### config.mk
export PLATFORM = sky130hd
export DESIGN_NAME = iht_scaler
export DESIGN_NICKNAME = d
export VERILOG_FILES = /design/src/design/iht_pkg.sv /design/src/design/iht_scaler.sv
export SDC_FILE = /design/constraint.sdc
export NUM_CORES = 1
export LEC_CHECK = 0
export CORE_MARGIN = 10
export CORE_UTILIZATION = 30
export CTS_CLUSTER_SIZE = 28
export DETAILED_ROUTE_END_ITERATION = 10
export DONT_BUFFER_PORTS = 1
export PLACE_DENSITY_LB_ADDON = 0.2
export SETUP_SLACK_MARGIN = 0.15
export SKIP_CTS_REPAIR_TIMING = 1
export SLEW_MARGIN = 5
export SYNTH_ARGS = -nofsm -noshare
export SYNTH_HDL_FRONTEND = slang
export SYNTH_SLANG_ARGS = --single-unit
### constraint.sdc
create_clock -name clk_i -period 20.9 [get_ports clk_i]
set_input_delay 4.18 -clock clk_i [delete_from_list [all_inputs] [get_ports clk_i]]
set_output_delay 4.18 -clock clk_i [all_outputs]
set_load 0.02 [all_outputs]
### src/design/iht_pkg.sv
`default_nettype none

package iht_pkg;

  localparam int NUM_BUTTONS_DEF = 12;
  localparam int NUM_AXES_DEF    = 6;
  localparam int LINE_COUNT_DEF  = 64;
  localparam int COUNT_BITS_DEF  = 32;

  localparam int LINE_W     = 64;
  localparam int AXIS_W     = 16;
  localparam int RAW_AXES   = 6;
  localparam int SCALED_W   = 24;
  localparam int HOLD_W     = 32;
  localparam int SLOT_OUT_W = 4;

  localparam int MODE_W     = 2;
  localparam int MAP_W      = 42;
  localparam int DKEY_W     = 28;
  localparam int THR_W      = 15;
  localparam int CFG_DATA_W = 42;
  localparam int CFG_IDX_W  = 3;

  localparam int ENTRY_W     = 7;
  localparam int MAP_BUTTONS = 6;
  localparam int ALL_BUTTONS = 2 * MAP_BUTTONS;
  localparam int DIR_SLOTS   = 2;

  localparam logic [THR_W-1:0] THR_RESET = THR_W'(500);

  // Q7.16 scaling by 65536/1000: floor(u * RECIP / 2^SHIFT) is exact for |u| <= 32768.
  localparam int PROD_W       = 45;
  localparam int RECIP_W      = 29;
  localparam int RECIP_SHIFT  = 22;
  localparam int QUOT_W       = 22;
  localparam logic [RECIP_W-1:0] AXIS_RECIP = RECIP_W'(274877907);

  localparam logic [SCALED_W-1:0] AX_ONE       = SCALED_W'(24'h010000);
  localparam logic [SCALED_W-1:0] AX_MINUS_ONE = SCALED_W'(24'hFF0000);

  typedef enum logic [MODE_W-1:0] {
    MODE_DISABLED   = 2'd0,
    MODE_CONTROLLER = 2'd1,
    MODE_KEYBOARD   = 2'd2
  } mode_e;

  typedef enum logic [CFG_IDX_W-1:0] {
    REG_SOURCE_MODE     = 3'd0,
    REG_BUTTON_MAP_LOW  = 3'd1,
    REG_BUTTON_MAP_HIGH = 3'd2,
    REG_DIRECTION_KEYS  = 3'd3,
    REG_AXIS_THRESHOLD  = 3'd4
  } cfg_reg_e;

  typedef logic [RAW_AXES-1:0][AXIS_W-1:0] axis_arr_t;

  typedef struct packed {
    logic [MODE_W-1:0] mode;
    logic [MAP_W-1:0]  map_lo;
    logic [MAP_W-1:0]  map_hi;
    logic [DKEY_W-1:0] dir_keys;
    logic [THR_W-1:0]  thr;
  } cfg_t;

  typedef struct packed {
    logic              present;
    logic [LINE_W-1:0] lines;
    axis_arr_t         axes;
  } req_t;

  function automatic logic [AXIS_W-1:0] raw_axis(input axis_arr_t axes, input logic [2:0] idx);
    logic [AXIS_W-1:0] v;
    v = '0;
    if (32'(idx) < RAW_AXES) begin
      v = axes[idx];
    end
    return v;
  endfunction

endpackage

`default_nettype wire

### src/design/iht_scaler.sv
`default_nettype none

module iht_scaler
  import iht_pkg::*;
#(
  parameter int NUM_AXES = NUM_AXES_DEF
) (
  input  wire logic                        clk_i,
  input  wire logic                        en_i,
  input  wire axis_arr_t                   axes_i,
  input  wire logic [$clog2(NUM_AXES)-1:0] idx_i,
  output      logic [SCALED_W-1:0]         scaled_o
);

  logic [AXIS_W-1:0]   raw;
  logic [AXIS_W-1:0]   mag;
  logic [PROD_W-1:0]   prod_q;
  logic                neg_q;
  logic [SCALED_W-1:0] quot;

  assign raw = raw_axis(axes_i, 3'(idx_i));
  assign mag = raw[AXIS_W-1] ? (~raw + AXIS_W'(1)) : raw;

  always_ff @(posedge clk_i) begin
    if (en_i) begin
      prod_q <= PROD_W'(mag) * PROD_W'(AXIS_RECIP);
      neg_q  <= raw[AXIS_W-1];
    end
  end

  assign quot     = SCALED_W'(prod_q[RECIP_SHIFT +: QUOT_W]);
  assign scaled_o = neg_q ? (~quot + SCALED_W'(1)) : quot;

endmodule

`default_nettype wire

==> impl_results.md <==
* Status: finished, final reports clean
* Drt via density at ~4.8
* Maximum buffer depth of the clock tree at 2
* Least setup slack across all paths after layout at approximately 7800 ps
* Multiplexer share of the synthesized area at under 10%
* Cell repeated most along the worst path: sky130_fd_sc_hd__inv_1
* Fraction of the yosys area taken by sequential cells at 7.78%
* Via total after detailed routing at 6300
* Highest-count cells in the layout ignoring fill and taps: sky130_fd_sc_hd__inv_1, sky130_fd_sc_hd__ha_1, sky130_fd_sc_hd__fa_1
* Count of filler cells inserted in the layout at 3029
* Post-layout net count at between 1000 and 1500
* Total routing usage reported by global routing at 13.2%
* Syn nets at ~1300
* Count of routing violations after the opening detailed-route iteration at roughly 360
* Final estimated routing congestion in global placement at between 0.8 and 0.9
* Top fanout value on the critical path at 37
* Compound-cell area share of the yosys netlist at between 9 and 10%
* Cell chosen for the clock root: sky130_fd_sc_hd__clkbuf_16
* Chip Width at around 190 um
* Global-route wire length before repair at approximately 38000 um
* Dpl ws at 7390 ps
* Floorplan core area at 28900 um^2
* Clock transition at path regs at roughly 60 ps
* CTS Buf Count at 3
* Distinct cell type count of the synthesized netlist at between 60 and 70
* CTS sink cnt at 23
* Initial antenna violation count at 0
* Count of final hold-check violations at 0
* Number of max-capacitance violations reported at 0
* Max_slew headroom at 19.5%
* Share of layout cells above drive strength 1 at 4.08%
* Final core utilization at between 30% and 40%
* Slowest cell on the critical path: sky130_fd_sc_hd__xnor2_1
* Main combinational cell family by area after synthesis: adder cells
* Signed area change from the synthesized netlist to the final layout at 6.02%
* Largest delay contributor family on the critical path: adder cells
* Data required time at the worst endpoint at 20880 ps
* Cell area after synthesis at just under 9000 um^2
* Path type of the worst setup path: in2reg
* Total negative slack for setup checks at 0 ps
* Full die area at roughly 37000 um^2
* Simple-gate share of the synthesized area at ~8.2%
* Post-Synth Adder-Cell Area at between 50% and 60%
* Flip-flop and latch count after synthesis at 23
* Number of pins with negative max-slew slack in the final report at 0
* Count of endpoints failing setup in the final report at 0
* Buf+Inv Stages, Crit Path at 9
* First drt pass iteration count at 4
* Antenna violation net count after detailed routing at 0
* Count of placed standard cells in the final layout, fillers left out at between 1000 and 1500
* Yosys warning count at 0
* Most used flip-flop cell after synthesis: sky130_fd_sc_hd__edfxtp_1
* Slew of the pin with the lowest slew margin at between 1000 and 1500 ps
* Fraction of synthesized cell area in xor and xnor cells at under 10%
* Period utilization at 62.7%
* Number of enable-type register cells in the synthesized netlist at 23
* Biggest cell delay along the critical path at 960 ps
* Highest clock rate at between 0.07 and 0.08 GHz
* Total I/O pin count at ~130
* Average detailed-routed wire length per instance at approximately 18 um
* Startpoint kind of the worst setup timing path: input pin
* Chip Height at 192 um
* Total gr overflow at 0
* Antenna Diode Count at 0
* Post-synth ARST share at 0%
* RSZ-0062 raised after global routing: no
* Nature of the critical path endpoint: flop
* Clock H-tree levels at 1
* Via count of the first global-routing pass at between 6000 and 7000
* Total DRC errors in the routed layout at 0
* Most common cell after layout, fill and taps aside: sky130_fd_sc_hd__inv_1
* Post-synthesis instance total at about 940
* Total routed wirelength at 23700 um
* Count of buffers from port buffering at 0
* Crit path time final at around 13000 ps
* Number of cells after detailed placement at 1312
* Effective utilization at floorplan at approximately 31%
* Site Rows at between 60 and 70
* TritonCTS clock tree: done
* Maximum number of pins on one net before global-route repair at 38
* Mean area per synthesized cell at ~9.5 um^2
* Final HPWL DP at 21600 um
* Min-delay worst type: in2reg
* CP Data Arrival Time at 13080 ps
flip-flops by register name, summed over array words and instances (netlist names):
signal and flops:
neg_q 1, prod_q 22
worst paths after layout:
| kind | startpoint | end | slack, ps | cells after the start |
|---|---|---|---|---|
| setup / recovery | idx_i[0] | prod_q[43]$_DFFE_PP_ | 7800 | 31 |
| hold / removal | en_i | prod_q[38]$_DFFE_PP_ | 4030 | 0 |
metal layers:
layer  share of wire, %  wire length [um]  track usage (%)  vias up
met2                 46             10900             21.7      160
li1                   -                 -                -     3076
met4               0.91               216             1.73        0
met3                6.0              1430             1.92       11
met1                 47             11200             18.4     3053
met5                  0                 0                0        -
cells by family (layout without fill, tap and decap cells):
group | after synthesis | in the layout
adder cells (fa/ha/maj) | 292 | 292
buffers and inverters | 262 | 257
AND/OR/NAND/NOR | 137 | 137
AO/OA/AOI/OAI | 136 | 136
XOR/XNOR | 53 | 53
multiplexers | 34 | 34
flip-flops | 23 | 23
Yosys cell counts (3+ instances only):
cell | count | area share [%]
sky130_fd_sc_hd__inv_1 | 245 | 10
sky130_fd_sc_hd__ha_1 | 169 | 24
sky130_fd_sc_hd__fa_1 | 123 | 28
sky130_fd_sc_hd__a21oi_1 | 46 | 2.6
sky130_fd_sc_hd__xnor2_1 | 41 | 4.0
sky130_fd_sc_hd__nand2_1 | 31 | 1.3
sky130_fd_sc_hd__nor2_1 | 29 | 1.2
sky130_fd_sc_hd__o21ai_0 | 25 | 1.4
sky130_fd_sc_hd__edfxtp_1 | 23 | 7.8
sky130_fd_sc_hd__a21o_1 | 18 | 1.5
sky130_fd_sc_hd__mux2i_1 | 17 | 1.9
sky130_fd_sc_hd__mux4_2 | 12 | 3.0
sky130_fd_sc_hd__nor3_1 | 12 | 0.68
sky130_fd_sc_hd__xor2_1 | 12 | 1.2
sky130_fd_sc_hd__nand3_1 | 10 | 0.56
sky130_fd_sc_hd__clkbuf_1 | 9 | 0.38
sky130_fd_sc_hd__nand4_1 | 8 | 0.56
sky130_fd_sc_hd__o31ai_1 | 7 | 0.59
sky130_fd_sc_hd__nand2b_1 | 6 | 0.42
sky130_fd_sc_hd__nor4_1 | 6 | 0.42
sky130_fd_sc_hd__a31oi_1 | 5 | 0.35
sky130_fd_sc_hd__and2_1 | 5 | 0.35
sky130_fd_sc_hd__or2_2 | 5 | 0.35
sky130_fd_sc_hd__and3_1 | 4 | 0.28
sky130_fd_sc_hd__o211ai_1 | 4 | 0.34
sky130_fd_sc_hd__o21ai_1 | 4 | 0.23
sky130_fd_sc_hd__a211oi_1 | 3 | 0.25
sky130_fd_sc_hd__a221oi_1 | 3 | 0.30
sky130_fd_sc_hd__mux4_1 | 3 | 0.89
sky130_fd_sc_hd__nor2b_1 | 3 | 0.21
sky130_fd_sc_hd__o21a_1 | 3 | 0.25
sky130_fd_sc_hd__or3_1 | 3 | 0.21
sky130_fd_sc_hd__or4_1 | 3 | 0.25
metrics by stage:
stage	instance area, um^2	hold slack (ps)
2_1_floorplan	8880	4290
3_3_place_gp	9340	4300
3_5_place_dp	9340	4300
4_1_cts	9410	4030
5_1_grt	9410	4030
6_report	9410	4030
cell type report:
cell class              instances  area [um^2]  area share [%]
flip-flops and latches         23          691            7.34
repair buffers                  7         52.6           0.558
clock buffers                   4         78.8           0.837
multi-input cells             652         7190            76.4
well taps                     384          480            5.10
inverters                     246          923            9.81
Power is not shown: default switching activity piles up to over one toggle a cycle in this logic, so the estimate is an artifact.
