===== src/design/iht_pkg.sv =====
`default_nettype none

package iht_pkg;

  localparam int NUM_BUTTONS_DEF = 12;
  localparam int NUM_AXES_DEF    = 6;
  localparam int LINE_COUNT_DEF  = 64;
  localparam int COUNT_BITS_DEF  = 32;

  localparam int LINE_W     = 64;
  localparam int AXIS_W     = 16;
  localparam int RAW_AXES   = 6;
  localparam int SCALED_W   = 24;
  localparam int HOLD_W     = 32;
  localparam int SLOT_OUT_W = 4;

  localparam int MODE_W     = 2;
  localparam int MAP_W      = 42;
  localparam int DKEY_W     = 28;
  localparam int THR_W      = 15;
  localparam int CFG_DATA_W = 42;
  localparam int CFG_IDX_W  = 3;

  localparam int ENTRY_W     = 7;
  localparam int MAP_BUTTONS = 6;
  localparam int ALL_BUTTONS = 2 * MAP_BUTTONS;
  localparam int DIR_SLOTS   = 2;

  localparam logic [THR_W-1:0] THR_RESET = THR_W'(500);

  // Q7.16 scaling by 65536/1000: floor(u * RECIP / 2^SHIFT) is exact for |u| <= 32768.
  localparam int PROD_W       = 45;
  localparam int RECIP_W      = 29;
  localparam int RECIP_SHIFT  = 22;
  localparam int QUOT_W       = 22;
  localparam logic [RECIP_W-1:0] AXIS_RECIP = RECIP_W'(274877907);

  localparam logic [SCALED_W-1:0] AX_ONE       = SCALED_W'(24'h010000);
  localparam logic [SCALED_W-1:0] AX_MINUS_ONE = SCALED_W'(24'hFF0000);

  typedef enum logic [MODE_W-1:0] {
    MODE_DISABLED   = 2'd0,
    MODE_CONTROLLER = 2'd1,
    MODE_KEYBOARD   = 2'd2
  } mode_e;

  typedef enum logic [CFG_IDX_W-1:0] {
    REG_SOURCE_MODE     = 3'd0,
    REG_BUTTON_MAP_LOW  = 3'd1,
    REG_BUTTON_MAP_HIGH = 3'd2,
    REG_DIRECTION_KEYS  = 3'd3,
    REG_AXIS_THRESHOLD  = 3'd4
  } cfg_reg_e;

  typedef logic [RAW_AXES-1:0][AXIS_W-1:0] axis_arr_t;

  typedef struct packed {
    logic [MODE_W-1:0] mode;
    logic [MAP_W-1:0]  map_lo;
    logic [MAP_W-1:0]  map_hi;
    logic [DKEY_W-1:0] dir_keys;
    logic [THR_W-1:0]  thr;
  } cfg_t;

  typedef struct packed {
    logic              present;
    logic [LINE_W-1:0] lines;
    axis_arr_t         axes;
  } req_t;

  function automatic logic [AXIS_W-1:0] raw_axis(input axis_arr_t axes, input logic [2:0] idx);
    logic [AXIS_W-1:0] v;
    v = '0;
    if (32'(idx) < RAW_AXES) begin
      v = axes[idx];
    end
    return v;
  endfunction

endpackage

`default_nettype wire


===== src/design/iht_slot_calc.sv =====
`default_nettype none

module iht_slot_calc
  import iht_pkg::*;
#(
  parameter int NUM_BUTTONS = NUM_BUTTONS_DEF,
  parameter int NUM_AXES    = NUM_AXES_DEF,
  parameter int LINE_COUNT  = LINE_COUNT_DEF,
  parameter int COUNT_BITS  = COUNT_BITS_DEF,
  parameter int IDX_W       = 4
) (
  input  wire cfg_t                  cfg_i,
  input  wire req_t                  req_i,
  input  wire logic [IDX_W-1:0]      slot_i,
  input  wire logic [COUNT_BITS-1:0] cnt_i,
  input  wire logic                  flag_i,
  input  wire logic [SCALED_W-1:0]   ax_i,
  input  wire logic [SCALED_W-1:0]   scaled_i,
  output      logic                  cnt_we_o,
  output      logic [COUNT_BITS-1:0] cnt_o,
  output      logic                  flag_o,
  output      logic                  ax_we_o,
  output      logic [SCALED_W-1:0]   ax_o
);

  localparam int CW = COUNT_BITS;

  function automatic logic line_pressed(input logic [LINE_W-1:0] lines,
                                        input logic [ENTRY_W-1:0] entry);
    logic [5:0] idx;
    idx = entry[5:0];
    return (32'(idx) < 32'(LINE_COUNT)) && lines[idx];
  endfunction

  function automatic logic [CW:0] dir_step(input logic [CW-1:0] c, input logic up,
                                           input logic down);
    logic          nz;
    logic          pos;
    logic [CW-1:0] n;
    nz  = |c;
    pos = nz && !c[CW-1];
    n   = c;
    if (!up && !down) begin
      n = '0;
    end else begin
      if ((down && pos) || (up && c[CW-1])) begin
        n = '0;
      end
      n = up ? (n + CW'(1)) : (n - CW'(1));
    end
    return {!up && !down && nz, n};
  endfunction

  function automatic logic [CW:0] btn_step(input logic [CW-1:0] c, input logic p);
    logic pos;
    pos = (|c) && !c[CW-1];
    return {!p && pos, p ? (c + CW'(1)) : CW'(0)};
  endfunction

  logic [ENTRY_W-1:0] entries [ALL_BUTTONS];
  logic [IDX_W-1:0]   btn_idx;
  logic [ENTRY_W-1:0] btn_entry;
  logic               is_dir;
  logic               ax_in_range;
  logic               axis_sel;
  logic [AXIS_W-1:0]  v;
  logic signed [AXIS_W:0] v_ext;
  logic signed [AXIS_W:0] thr_ext;
  logic               v_up;
  logic               v_down;
  logic [ENTRY_W-1:0] neg_key;
  logic [ENTRY_W-1:0] pos_key;
  logic               keys_ok;
  logic               k_down;
  logic               k_up;
  logic               btn_p;
  logic [CW:0]        dir_pad;
  logic [CW:0]        dir_key;
  logic [CW:0]        btn_res;

  always_comb begin
    for (int k = 0; k < MAP_BUTTONS; k++) begin
      entries[k]               = cfg_i.map_lo[ENTRY_W*k +: ENTRY_W];
      entries[k + MAP_BUTTONS] = cfg_i.map_hi[ENTRY_W*k +: ENTRY_W];
    end
  end

  assign is_dir      = 32'(slot_i) < DIR_SLOTS;
  assign ax_in_range = 32'(slot_i) < 32'(NUM_AXES);
  assign axis_sel    = slot_i[0];

  assign btn_idx   = slot_i - IDX_W'(DIR_SLOTS);
  assign btn_entry = (!is_dir && 32'(btn_idx) < ALL_BUTTONS) ? entries[4'(btn_idx)] : '0;
  assign btn_p     = line_pressed(req_i.lines, btn_entry);

  assign v       = axis_sel ? req_i.axes[1] : req_i.axes[0];
  assign v_ext   = $signed({v[AXIS_W-1], v});
  assign thr_ext = $signed({2'b00, cfg_i.thr});
  assign v_down  = v_ext < -thr_ext;
  assign v_up    = v_ext > thr_ext;

  assign neg_key = axis_sel ? cfg_i.dir_keys[ENTRY_W +: ENTRY_W] : cfg_i.dir_keys[0 +: ENTRY_W];
  assign pos_key = axis_sel ? cfg_i.dir_keys[3*ENTRY_W +: ENTRY_W]
                            : cfg_i.dir_keys[2*ENTRY_W +: ENTRY_W];
  assign keys_ok = neg_key[ENTRY_W-1] && pos_key[ENTRY_W-1];
  assign k_down  = line_pressed(req_i.lines, neg_key);
  assign k_up    = !k_down && line_pressed(req_i.lines, pos_key);

  assign dir_pad = dir_step(cnt_i, v_up, v_down);
  assign dir_key = dir_step(cnt_i, k_up, k_down);
  assign btn_res = btn_step(cnt_i, btn_p);

  always_comb begin
    cnt_we_o = 1'b0;
    cnt_o    = cnt_i;
    flag_o   = flag_i;
    ax_we_o  = 1'b0;
    ax_o     = ax_i;
    if (cfg_i.mode == MODE_CONTROLLER && req_i.present) begin
      if (is_dir) begin
        cnt_we_o        = 1'b1;
        {flag_o, cnt_o} = dir_pad;
      end else if (btn_entry[ENTRY_W-1]) begin
        cnt_we_o        = 1'b1;
        {flag_o, cnt_o} = btn_res;
      end
      if (ax_in_range) begin
        ax_we_o = 1'b1;
        ax_o    = scaled_i;
      end
    end else if (cfg_i.mode == MODE_KEYBOARD) begin
      if (is_dir) begin
        if (keys_ok) begin
          cnt_we_o        = 1'b1;
          {flag_o, cnt_o} = dir_key;
          ax_we_o         = 1'b1;
          ax_o            = k_down ? AX_MINUS_ONE : (k_up ? AX_ONE : '0);
        end
      end else begin
        if (btn_entry[ENTRY_W-1]) begin
          cnt_we_o        = 1'b1;
          {flag_o, cnt_o} = btn_res;
        end
        if (ax_in_range) begin
          ax_we_o = 1'b1;
          ax_o    = '0;
        end
      end
    end
  end

endmodule

`default_nettype wire


===== config.mk =====
export PLATFORM = sky130hd
export DESIGN_NAME = iht_slot_calc
export DESIGN_NICKNAME = d
export VERILOG_FILES = /design/src/design/iht_pkg.sv /design/src/design/iht_slot_calc.sv
export SDC_FILE = /design/constraint.sdc
export NUM_CORES = 1
export LEC_CHECK = 0
export ABC_AREA = 0
export BUFFER_PORTS_ARGS = -buffer_cell sky130_fd_sc_hd__buf_2
export CAP_MARGIN = 20
export CORE_AREA = 2 2 168 170
export DETAILED_ROUTE_END_ITERATION = 7
export DIE_AREA = 0 0 170 172
export GPL_ROUTABILITY_DRIVEN = 1
export GPL_TIMING_DRIVEN = 0
export PLACE_DENSITY = 0.76
export SLEW_MARGIN = 15
export SYNTH_ARGS = -nofsm -noshare
export SYNTH_HDL_FRONTEND = slang
export SYNTH_SLANG_ARGS = --single-unit

===== constraint.sdc =====
create_clock -name vclk -period 10.5
set_input_delay 0.525 -clock vclk [all_inputs]
set_output_delay 0.525 -clock vclk [all_outputs]
set_load 0.05 [all_outputs]

==> summary.txt <==
Timing
  • Max Freq: 102 MHz
  • Final Cycle Share: 93.6%
  • Post-layout min period: 9.83 ns
  • Slew HR: roughly 30%
  • RSZ-0062 raised after global routing: false
  • Final hold violations: 0
  • Fin worst setup slack: 0.673 ns
  • Min Hold Slack: 1.48 ns
  • Final Setup Violations: 0
  • Worst-margin pin slew: roughly 1.1 ns
  • Max Transition Viols Final: 0

Place
  • Post-Place Cells: 2365
  • Post-DP HPWL: 46200 um
  • Post-place setup slack: 0.849 ns
  • Port buffer count: roughly 360
  • Placer congestion estimate: 1.09
  • DP Area: 13500 um^2

Drt
  • DR WL/cell: 23.4 um
  • DRT iter0 DRCs: around 2000
  • First-pass DRT Iterations: 6
  • Total Wirelength: 55600 um
  • Routed vias: 15509
  • Antenna viol nets, final: 0
  • DRC viols: 0
  • Vias per cell: between 6 and 7

GRT
  • Largest net degree at the start of global routing: 21
  • GRT Util Overall: 36.1%
  • First-pass GRT wire length: just over 80000 um
  • Global route overflow: 0
  • Initial antenna violation count: 9
  • Vias in the first global route: 14093

Final layout
  • Area occupied by multi-input gates: 10500 um^2
  • FFs & Latches: 0
  • Share of layout cells above drive strength 1: 23.0%
  • Layout area overhead: 20.4%
  • Post-Layout Inst Area: 13500 um^2
  • Nets: ~2500
  • Final Instance Count excl. Fillers: 2372
  • Clock buffer cells: 0
  • Fill cell count: between 2000 and 3000
  • Register area: 0 um^2

Floorplanning
  • Core area: 27500 um^2
  • Starting Density: 40.9%
  • Die ar.: 29200 um^2
  • Io pins: 434
  • Die H: 172 um
  • Die X: 170 um
  • Cell row count: between 60 and 70

Setup path
  • Critical Path Max Stage Delay: 0.63 ns
  • Slowest cell on the critical path: a2111oi_0
  • Setup crit start: slot_i[0]
  • Crit-path max FO: 10
  • Critical Path End Type: output port
  • Critical path class: input port to output port
  • Worst EP arrival: 9.30 ns
  • Required @ worst endpoint: 9.98 ns
  • CP startpoint kind: input port

Synth
  • Biggest area consumer among synthesized cells: ha_1
  • Most numerous cell in the Yosys netlist: a21oi_1
  • Synth cell count leaders: a21oi_1 (144), nand2b_1 (117), nand2_1 (114), nor2_1 (107)
  • Syn Nets: 2132
  • Post-Synthesis Cells: about 1700
  • Yosys top cell area share: 10.8%
  • Syn Area/Cell: between 6 and 7 um^2
  • Post-Synthesis Cell Area: about 11000 um^2
  • Post-synthesis cell type count: 95
  • Top cells by area, synth: ha_1 (11%), nand2b_1 (6.5%), a21oi_1 (6.4%)
  • Warnings, synthesis: 0
  • Sequential element share of the synthesized area: 0%

Clock tree
  • Hold buffers post-CTS: 0
  • Post-CTS setup buffers: 0
  • # resized after CTS: 0

Outcome
  • Status: completed

Min path
  • Min-Delay Path Class: input port to output port
  • Hold path start: ax_i[0]

Flow run
  • Max Cap Violations: 0
[stage by stage]
stage,setup TNS (ns),utilization [%]
2_1_floorplan,0,-
5_1_grt,0,49.2
6_report,0,49.2
3_3_place_gp,-55.63,49.0
4_1_cts,0,49.2
3_5_place_dp,0,49.2
[metal layers]
metal	up-vias	share of wire, %	GRT usage, %
li1	7061	-	-
met1	7129	40	47.8
met2	1131	41	54.7
met3	188	14	10.5
met4	0	5.0	15.1
met5	-	0	1.57
[worst max-delay path, delay by kind of cell]
family                     cells  cell delay, ns
adders and majority gates      2            0.60
and+or+nand+nor                6            1.56
muxes                          2            0.80
buffers and inverters          9            2.54
AOI/OAI and AO/OA             11            3.25
[final timing paths]
check,endpoint,slack (ns),cells after the start
max,cnt_o[25],0.67,30
min,ax_o[0],1.48,3
[kinds of logic (layout without fill, tap and decap cells)]
family	count (synthesis)	in the layout	share of synthesized area, %
AO/OA/AOI/OAI	613	613	37.5
XOR/XNOR	72	72	5.68
adder cells (fa/ha/maj)	99	99	11.2
buffers and inverters	163	524	6.28
multiplexers	65	65	8.57
other	0	7	0
AND/OR/NAND/NOR	646	646	30.8
[final cells by class]
class / count / area share [%]
Antenna cell: 7 / 0.130
Timing Repair Buffer: 361 / 13.5
Tap cell: 346 / 3.20
Buffer: 91 / 3.22
Multi-Input combinational cell: 1495 / 78.0
Inverter: 72 / 2.00
[cell usage in the layout (no fill, tap or decap), types with 25 or more instances in the layout]
cell type	Yosys	final
and2_1	74	74
a21o_1	40	40
o22ai_1	38	38
nor3_1	38	38
nand3_1	48	48
inv_1	72	72
a21oi_1	144	144
nor2b_1	35	35
clkbuf_1	52	52
o21ai_0	97	97
xor2_1	25	25
ha_1	97	97
a22oi_1	60	60
nor2_1	107	107
nand2_1	114	114
nand2b_1	117	117
xnor2_1	46	46
buf_2	25	383
