`config.mk`:
```
export PLATFORM = sky130hd
export DESIGN_NAME = iht_store
export DESIGN_NICKNAME = d
export VERILOG_FILES = /design/src/design/iht_pkg.sv /design/src/design/iht_store.sv
export SDC_FILE = /design/constraint.sdc
export NUM_CORES = 1
export LEC_CHECK = 0
export ABC_AREA = 0
export BUFFER_PORTS_ARGS = -buffer_cell sky130_fd_sc_hd__buf_2
export CORE_ASPECT_RATIO = 0.5
export CORE_MARGIN = 4
export CORE_UTILIZATION = 31
export CTS_CLUSTER_DIAMETER = 40
export DETAILED_ROUTE_END_ITERATION = 10
export GPL_TIMING_DRIVEN = 0
export PLACE_DENSITY = 0.43
export SLEW_MARGIN = 15
export SYNTH_ARGS = -nofsm -noshare
export SYNTH_HDL_FRONTEND = slang
export SYNTH_SLANG_ARGS = --single-unit
export TNS_END_PERCENT = 10
```
`constraint.sdc`:
```
create_clock -name clk_i -period 4.8 [get_ports clk_i]
set_input_delay 0.72 -clock clk_i [delete_from_list [all_inputs] [get_ports clk_i]]
set_output_delay 0.72 -clock clk_i [all_outputs]
set_load 0.05 [all_outputs]
```
`src/design/iht_pkg.sv`:
```
`default_nettype none

package iht_pkg;

  localparam int NUM_BUTTONS_DEF = 12;
  localparam int NUM_AXES_DEF    = 6;
  localparam int LINE_COUNT_DEF  = 64;
  localparam int COUNT_BITS_DEF  = 32;

  localparam int LINE_W     = 64;
  localparam int AXIS_W     = 16;
  localparam int RAW_AXES   = 6;
  localparam int SCALED_W   = 24;
  localparam int HOLD_W     = 32;
  localparam int SLOT_OUT_W = 4;

  localparam int MODE_W     = 2;
  localparam int MAP_W      = 42;
  localparam int DKEY_W     = 28;
  localparam int THR_W      = 15;
  localparam int CFG_DATA_W = 42;
  localparam int CFG_IDX_W  = 3;

  localparam int ENTRY_W     = 7;
  localparam int MAP_BUTTONS = 6;
  localparam int ALL_BUTTONS = 2 * MAP_BUTTONS;
  localparam int DIR_SLOTS   = 2;

  localparam logic [THR_W-1:0] THR_RESET = THR_W'(500);

  // Q7.16 scaling by 65536/1000: floor(u * RECIP / 2^SHIFT) is exact for |u| <= 32768.
  localparam int PROD_W       = 45;
  localparam int RECIP_W      = 29;
  localparam int RECIP_SHIFT  = 22;
  localparam int QUOT_W       = 22;
  localparam logic [RECIP_W-1:0] AXIS_RECIP = RECIP_W'(274877907);

  localparam logic [SCALED_W-1:0] AX_ONE       = SCALED_W'(24'h010000);
  localparam logic [SCALED_W-1:0] AX_MINUS_ONE = SCALED_W'(24'hFF0000);

  typedef enum logic [MODE_W-1:0] {
    MODE_DISABLED   = 2'd0,
    MODE_CONTROLLER = 2'd1,
    MODE_KEYBOARD   = 2'd2
  } mode_e;

  typedef enum logic [CFG_IDX_W-1:0] {
    REG_SOURCE_MODE     = 3'd0,
    REG_BUTTON_MAP_LOW  = 3'd1,
    REG_BUTTON_MAP_HIGH = 3'd2,
    REG_DIRECTION_KEYS  = 3'd3,
    REG_AXIS_THRESHOLD  = 3'd4
  } cfg_reg_e;

  typedef logic [RAW_AXES-1:0][AXIS_W-1:0] axis_arr_t;

  typedef struct packed {
    logic [MODE_W-1:0] mode;
    logic [MAP_W-1:0]  map_lo;
    logic [MAP_W-1:0]  map_hi;
    logic [DKEY_W-1:0] dir_keys;
    logic [THR_W-1:0]  thr;
  } cfg_t;

  typedef struct packed {
    logic              present;
    logic [LINE_W-1:0] lines;
    axis_arr_t         axes;
  } req_t;

  function automatic logic [AXIS_W-1:0] raw_axis(input axis_arr_t axes, input logic [2:0] idx);
    logic [AXIS_W-1:0] v;
    v = '0;
    if (32'(idx) < RAW_AXES) begin
      v = axes[idx];
    end
    return v;
  endfunction

endpackage

`default_nettype wire

```
`src/design/iht_store.sv`:
```
`default_nettype none

module iht_store
  import iht_pkg::*;
#(
  parameter int WIDTH = 33,
  parameter int DEPTH = 14
) (
  input  wire logic                     clk_i,
  input  wire logic                     rst_ni,
  input  wire logic                     clr_i,
  input  wire logic                     rd_en_i,
  input  wire logic [$clog2(DEPTH)-1:0] rd_addr_i,
  output      logic [WIDTH-1:0]         rd_data_o,
  input  wire logic                     we_i,
  input  wire logic [$clog2(DEPTH)-1:0] wr_addr_i,
  input  wire logic [WIDTH-1:0]         wr_data_i
);

  logic [WIDTH-1:0] mem [DEPTH];
  logic [DEPTH-1:0] vld_q;
  logic [WIDTH-1:0] rd_q;

  always_ff @(posedge clk_i or negedge rst_ni) begin
    if (!rst_ni) begin
      vld_q <= '0;
    end else if (clr_i) begin
      vld_q <= '0;
    end else if (we_i) begin
      vld_q[wr_addr_i] <= 1'b1;
    end
  end

  always_ff @(posedge clk_i) begin
    if (we_i) begin
      mem[wr_addr_i] <= wr_data_i;
    end
  end

  // unwritten entries read as zero
  always_ff @(posedge clk_i) begin
    if (rd_en_i) begin
      rd_q <= vld_q[rd_addr_i] ? mem[rd_addr_i] : '0;
    end
  end

  assign rd_data_o = rd_q;

endmodule

`default_nettype wire

```
==> results of run 1 <==
registers in the layout, indices dropped and copies added, names as in the netlist:
name,count
vld_q,14
rd_data_o,33
mem,462
how the worst max path moves through the flow:
stage          cells past startpoint          from                           to  slack (ps)
3_3_place_gp                       3  wr_addr_i[3]         mem[4][21]$_DFFE_PP_       -2860
4_1_cts                            7  rd_addr_i[3]  rd_data_o[31]$_SDFFCE_PN0P_        1920
6_report                           7  rd_addr_i[3]  rd_data_o[10]$_SDFFCE_PN0P_        1980
5_1_grt                            7  rd_addr_i[3]  rd_data_o[31]$_SDFFCE_PN0P_        1900
3_5_place_dp                       7  rd_addr_i[3]  rd_data_o[31]$_SDFFCE_PN0P_        1320
2_1_floorplan                      2  wr_addr_i[2]          mem[0][0]$_DFFE_PP_         780
critical path, cell delays in order:
cell and delay (ps):
buf_2 90, clkbuf_1 600, or2_2 230, clkbuf_2 260, clkbuf_1 680, o22ai_1 180
a211oi_1 400
kinds of logic after synthesis:
group / after synthesis / share of synthesized area (%)
flip-flops: 509 / 79.4
multiplexers: 170 / 15.8
AND/OR/NAND/NOR: 52 / 1.18
AO/OA/AOI/OAI: 68 / 2.50
buffers and inverters: 46 / 1.19
power by group through the flow:
stage	sequential, W	clock [W]	combinational, W
after CTS	0.00501	0.00437	0.000571
final	0.00500	0.00426	0.000558
after floorplan	0.00516	0	0.000254
after global placement	0.00510	0	0.000533
after global routing	0.00501	0.00458	0.000600
after detailed placement	0.00510	0	0.000570
cell type report:
cell class	instances	area share, %
sequential	509	65.5
multi-input combinational	290	16.5
clock buffer	66	6.29
timing repair buffer	116	4.67
tap	825	4.45
clock inverter	37	1.62
buffer	46	0.981
per-stage QoR:
stage,hold slack (ps),area (um^2),std cells,worst slack [ps],util [%]
2_1_floorplan,424,19200,845,778,-
3_3_place_gp,477,20600,1746,-2860,33.6
3_5_place_dp,489,21400,1786,1320,34.9
4_1_cts,0.852,23200,1889,1920,37.9
5_1_grt,21.9,23200,1889,1900,37.9
6_report,26.7,23200,1889,1980,37.9
metal layers:
layer | share of wire [%] | up-vias | global-route usage (%)
li1 | - | 3944 | -
met1 | 43 | 4966 | 18.6
met2 | 51 | 183 | 26.1
met3 | 3.8 | 78 | 2.46
met4 | 2.1 | 0 | 3.52
met5 | 0 | - | 0
layout by cell type, fill, tap and decap left out, types with 3 or more instances in the layout:
cell        netlist  routed
edfxtp_1        495     495
nor3_2            0       4
inv_6             0       5
clkinv_2          0       6
nand2b_1          3       3
nor2_1           38      28
mux2_2           34      34
buf_4             3      18
clkinv_1          0       8
bufinv_16         0       6
mux4_2          102     102
o22ai_1          33      33
buf_16            0      17
buf_2            16      91
clkinvlp_4        0      10
dfrtp_1          14      14
a211oi_1         33      33
buf_12            0       3
mux2i_1          34      34
clkbuf_16         0      57
nor2_4            0      10
buf_6             3       9
clkbuf_1         21      30
==> impl_metrics.json, run 1 <==
{
  "synth-edff-count": 495,
  "antenna_left": 0,
  "wire_per_inst_um": 25.5,
  "ys_seq_elements": 509,
  "finalPower_w": 0.00982,
  "worstReg2RegEnd": "rd_data_o[31]$_SDFFCE_PN0P_",
  "critPathArrivalTime_ps": 3160,
  "drive_above_1_share_pct": 35.5,
  "fin_crit_ps": 2820,
  "ys_top_cells_by_count": "495 x edfxtp_1, 102 x mux4_2, 38 x nor2_1, 34 x mux2_2, 34 x mux2i_1",
  "synthFlopType": "edfxtp_1",
  "start_kind": "primary input",
  "cts_sinks": 509,
  "ir_drop_mv": 0.247,
  "ys_types": 24,
  "syn_inst": 845,
  "vias_per_cell": 4.85,
  "p_int_w": 0.00769,
  "relSlewSlack_pct": 24.4,
  "postCtsSetupRepairBufs": 0,
  "yosys_warnings": 0,
  "dieArea_mm2": 0.0661,
  "power.density_mw_per_mm2": 423,
  "p_leak_nw": 7.51,
  "syn_to_final_growth_pct": 21.1,
  "ff2ff_setup_slack_ps": 2560,
  "die_h_um": 184,
  "pin_count": 79,
  "dpl.hpwl_um": 30700,
  "grt_overflow": 0,
  "power_frac_seq_pct": 51.0,
  "clock_skew_ps": 19.6,
  "multi_input_area_mm2": 0.00382,
  "finalSetupViolCount": 0,
  "end_kind": "register",
  "outcome": "finished clean",
  "antenna_found_initial": 0,
  "gp_congestion": 0.676,
  "n_fill_cell": 5598,
  "p_clk_share_pct": 43.4,
  "die_w_um": 360,
  "ys_seq_area_share_pct": 79.4,
  "nets": 1064,
  "critPathMaxFanout": 10,
  "track_usage_pct": 14.6,
  "n_antenna_cell": 0,
  "dr.pass1.iters": 5,
  "rows": 64,
  "clkTransAtPathRegs_ps": 60,
  "cts.path.max_buffers": 3,
  "r2r-start": "vld_q[12]$_DFFE_PN0P_",
  "p_switching_w": 0.00213,
  "drt-initial-drc-count": 647,
  "start_util_pct": 31.3,
  "synth_most_common_cell": "edfxtp_1",
  "core_area_mm2": 0.0612,
  "vias": 9171,
  "synthTopCellsByArea": "edfxtp_1 78%, mux4_2 12%, mux2_2 2.0%",
  "cts_htree_levels": 2,
  "period_share_pct": 58.8,
  "maxCapViolations": 0,
  "worstSetupPathType": "in2reg",
  "setup_tns_ps": 0,
  "synth_top_area_share_pct": 77.5,
  "seq_area_mm2": 0.0152,
  "worstMarginPinSlew_ps": 1130,
  "timing.fmax_ghz": 0.354,
  "rsz0062_at_grt": "false",
  "numCtsBuffers": 55,
  "post_cts_resized": 0,
  "timing.final.max_slew_violations": 0,
  "synth_largest_area_cell": "edfxtp_1",
  "ys_async_sr_fraction_pct": 2.75,
  "syn_avg_cell_area_um2": 22.7,
  "syn_area_mm2": 0.0192,
  "tritoncts": "done",
  "drt-total-wl_um": 48100,
  "syn_nets": 891,
  "drc": 0,
  "hold_buffers": 0,
  "grt_pass1_vias": 9949,
  "grt_pass1_wl_um": 69700,
  "hold_viol": 0,
  "combPwrFrac_pct": 5.7,
  "clkLatencyLatePin_ps": 580,
  "hold_class": "in2async",
  "port_buffers": 76,
  "rr_worst_depth": 5,
  "grt_max_degree": 34,
  "netSwitchingFraction_pct": 21.7,
  "required_ps": 5140,
  "root_buffer": "clkbuf_16"
}
Power figures use the tool's default switching activity.
==> run 2, diff against run 1 <==
--- a/config.mk
+++ b/config.mk
@@ -13,7 +13,7 @@
 export CTS_CLUSTER_DIAMETER = 40
 export DETAILED_ROUTE_END_ITERATION = 10
 export GPL_TIMING_DRIVEN = 0
-export PLACE_DENSITY = 0.43
+export PLACE_DENSITY = 0.44
 export SLEW_MARGIN = 15
 export SYNTH_ARGS = -nofsm -noshare
 export SYNTH_HDL_FRONTEND = slang
==> constraint.sdc (replaced) <==
create_clock -name clk_i -period 2.5 [get_ports clk_i]
set_input_delay 0.375 -clock clk_i [delete_from_list [all_inputs] [get_ports clk_i]]
set_output_delay 0.375 -clock clk_i [all_outputs]
set_load 0.05 [all_outputs]
==> run 2 against run 1 <==
- sequential power grew 92%
- cell area up 0.23%
- core utilization is 0.088 points higher
- critical path type unchanged
- critical endpoint is now rd_data_o[1]$_SDFFCE_PN0P_
- largest power group unchanged
==> impl_metrics.json, run 2 (synthesized netlist as in run 1, its figures left out) <==
{
  "dieArea_mm2": 0.0661,
  "power.density_mw_per_mm2": 816,
  "drive_above_1_share_pct": 34.9,
  "rows": 64,
  "pin_count": 79,
  "track_usage_pct": 14.4,
  "start_util_pct": 31.3,
  "grt_pass1_vias": 9882,
  "grt_pass1_wl_um": 68800,
  "worstSetupPathType": "in2reg",
  "period_share_pct": 98.0,
  "maxCapViolations": 0,
  "clock_skew_ps": 12.4,
  "grt_max_degree": 34,
  "relSlewSlack_pct": 32.0,
  "busiest_layer": "met2",
  "outcome": "finished clean",
  "post-place-ws_ps": -552,
  "tritoncts": "done",
  "antenna_found_initial": 0,
  "dpl.hpwl_um": 30700,
  "postCtsSetupRepairBufs": 0,
  "antenna_left": 0,
  "finalSetupViolCount": 0,
  "clkTransAtPathRegs_ps": 60,
  "cts_sinks": 509,
  "final_cell_mix": "495 x edfxtp_1, 102 x mux4_2, 91 x buf_2",
  "numCtsBuffers": 54,
  "nets": 1063,
  "gp_congestion": 0.692,
  "hold_class": "in2reg",
  "drc": 0,
  "critPathArrivalTime_ps": 2770,
  "drt-total-wl_um": 47800,
  "cts_htree_levels": 2,
  "largest_reg_flops": 462,
  "required_ps": 2820,
  "start_kind": "primary input",
  "fin_crit_ps": 2450,
  "clkLatencyLatePin_ps": 580,
  "die_h_um": 184,
  "use_met2_pct": 26.0,
  "dr.pass1.iters": 4,
  "port_buffers": 76,
  "critPathMaxFanout": 10,
  "p_leak_nw": 7.56,
  "wire_per_inst_um": 25.3,
  "rsz0062_at_grt": "false",
  "use_met3_pct": 2.47,
  "vias_per_cell": 4.85,
  "grt_use_met1_pct": 18.3,
  "root_buffer": "clkbuf_16",
  "cts.path.max_buffers": 3,
  "hold_viol": 0,
  "core_area_mm2": 0.0612,
  "drt-initial-drc-count": 846,
  "worstMarginPinSlew_ps": 1020,
  "finalPower_w": 0.0190,
  "fin_ws_ps": 49.6,
  "n_fill_cell": 5551,
  "grt_overflow": 0,
  "syn_to_final_growth_pct": 21.4,
  "die_w_um": 360,
  "ir_drop_mv": 0.564,
  "timing.fmax_ghz": 0.408,
  "timing.final.max_slew_violations": 0,
  "n_antenna_cell": 0,
  "vias": 9153,
  "final_common_cell": "edfxtp_1",
  "end_kind": "register",
  "largest-register": "mem"
}
-- run 2: timing repair --
item                                    in CTS  in global routing
hold endpoints to repair                    18                  0
hold buffers                                 2                  0
gates resized for setup                      0                  1
endpoints found under the setup margin       0                  1
-- run 2: where the power goes --
group / leakage (nW) / internal (W) / total [W] / switching [W]
clock network: 0.904 / 0.00507 / 0.00830 / 0.00323
logic: 1.94 / 0.000381 / 0.00107 / 0.000691
registers: 4.71 / 0.00957 / 0.00961 / 0.0000428
-- run 2: worst paths after layout --
kind / from / endpoint / slack, ps / cells past startpoint
worst min-delay path: wr_data_i[22] / mem[0][22]$_DFFE_PP_ / 160 / 1
worst max-delay path: rd_addr_i[3] / rd_data_o[1]$_SDFFCE_PN0P_ / 50 / 7
worst max register to register: vld_q[1]$_DFFE_PN0P_ / rd_data_o[1]$_SDFFCE_PN0P_ / 320 / 5
worst min register to register: vld_q[8]$_DFFE_PN0P_ / vld_q[8]$_DFFE_PN0P_ / 490 / 2
max in group asynchronous: rst_ni / vld_q[9]$_DFFE_PN0P_ / 2030 / 2
min in group asynchronous: rst_ni / vld_q[0]$_DFFE_PN0P_ / 230 / 2
-- run 2: cell type report --
type | count | area [um^2] | area share, %
repair buffers | 116 | 1110 | 4.77
flip-flops and latches | 509 | 15200 | 65.4
plain buffers | 46 | 228 | 0.979
clock buffers | 69 | 1470 | 6.32
well taps | 825 | 1030 | 4.44
multi-input cells | 290 | 3830 | 16.5
clock inverters | 31 | 379 | 1.63
-- run 2: critical path, cell delays in order --
cell and delay (ps):
buf_2 90, clkbuf_1 630, or2_2 230, clkbuf_2 230
clkbuf_1 610, o22ai_1 140, a211oi_1 460
-- run 2: stage by stage --
| step | hold slack, ps | utilization (%) | std cells | cell area, um^2 | TNS [ps] |
|---|---|---|---|---|---|
| after CTS | 131 | 38.0 | 1886 | 23300 | 0 |
| final | 158 | 38.0 | 1886 | 23300 | 0 |
| after global placement | 275 | 33.7 | 1746 | 20600 | -1196440 |
| after global routing | 143 | 38.0 | 1886 | 23300 | 0 |
| after detailed placement | 280 | 35.0 | 1784 | 21400 | -11420 |
| after floorplan | 79.4 | - | 845 | 19200 | -82850 |
-- run 2: layer usage --
metal | part of all wire [%] | vias up
met5 | 0 | -
met4 | 2.2 | 0
met3 | 3.9 | 87
met2 | 52 | 171
met1 | 42 | 4947
li1 | - | 3948
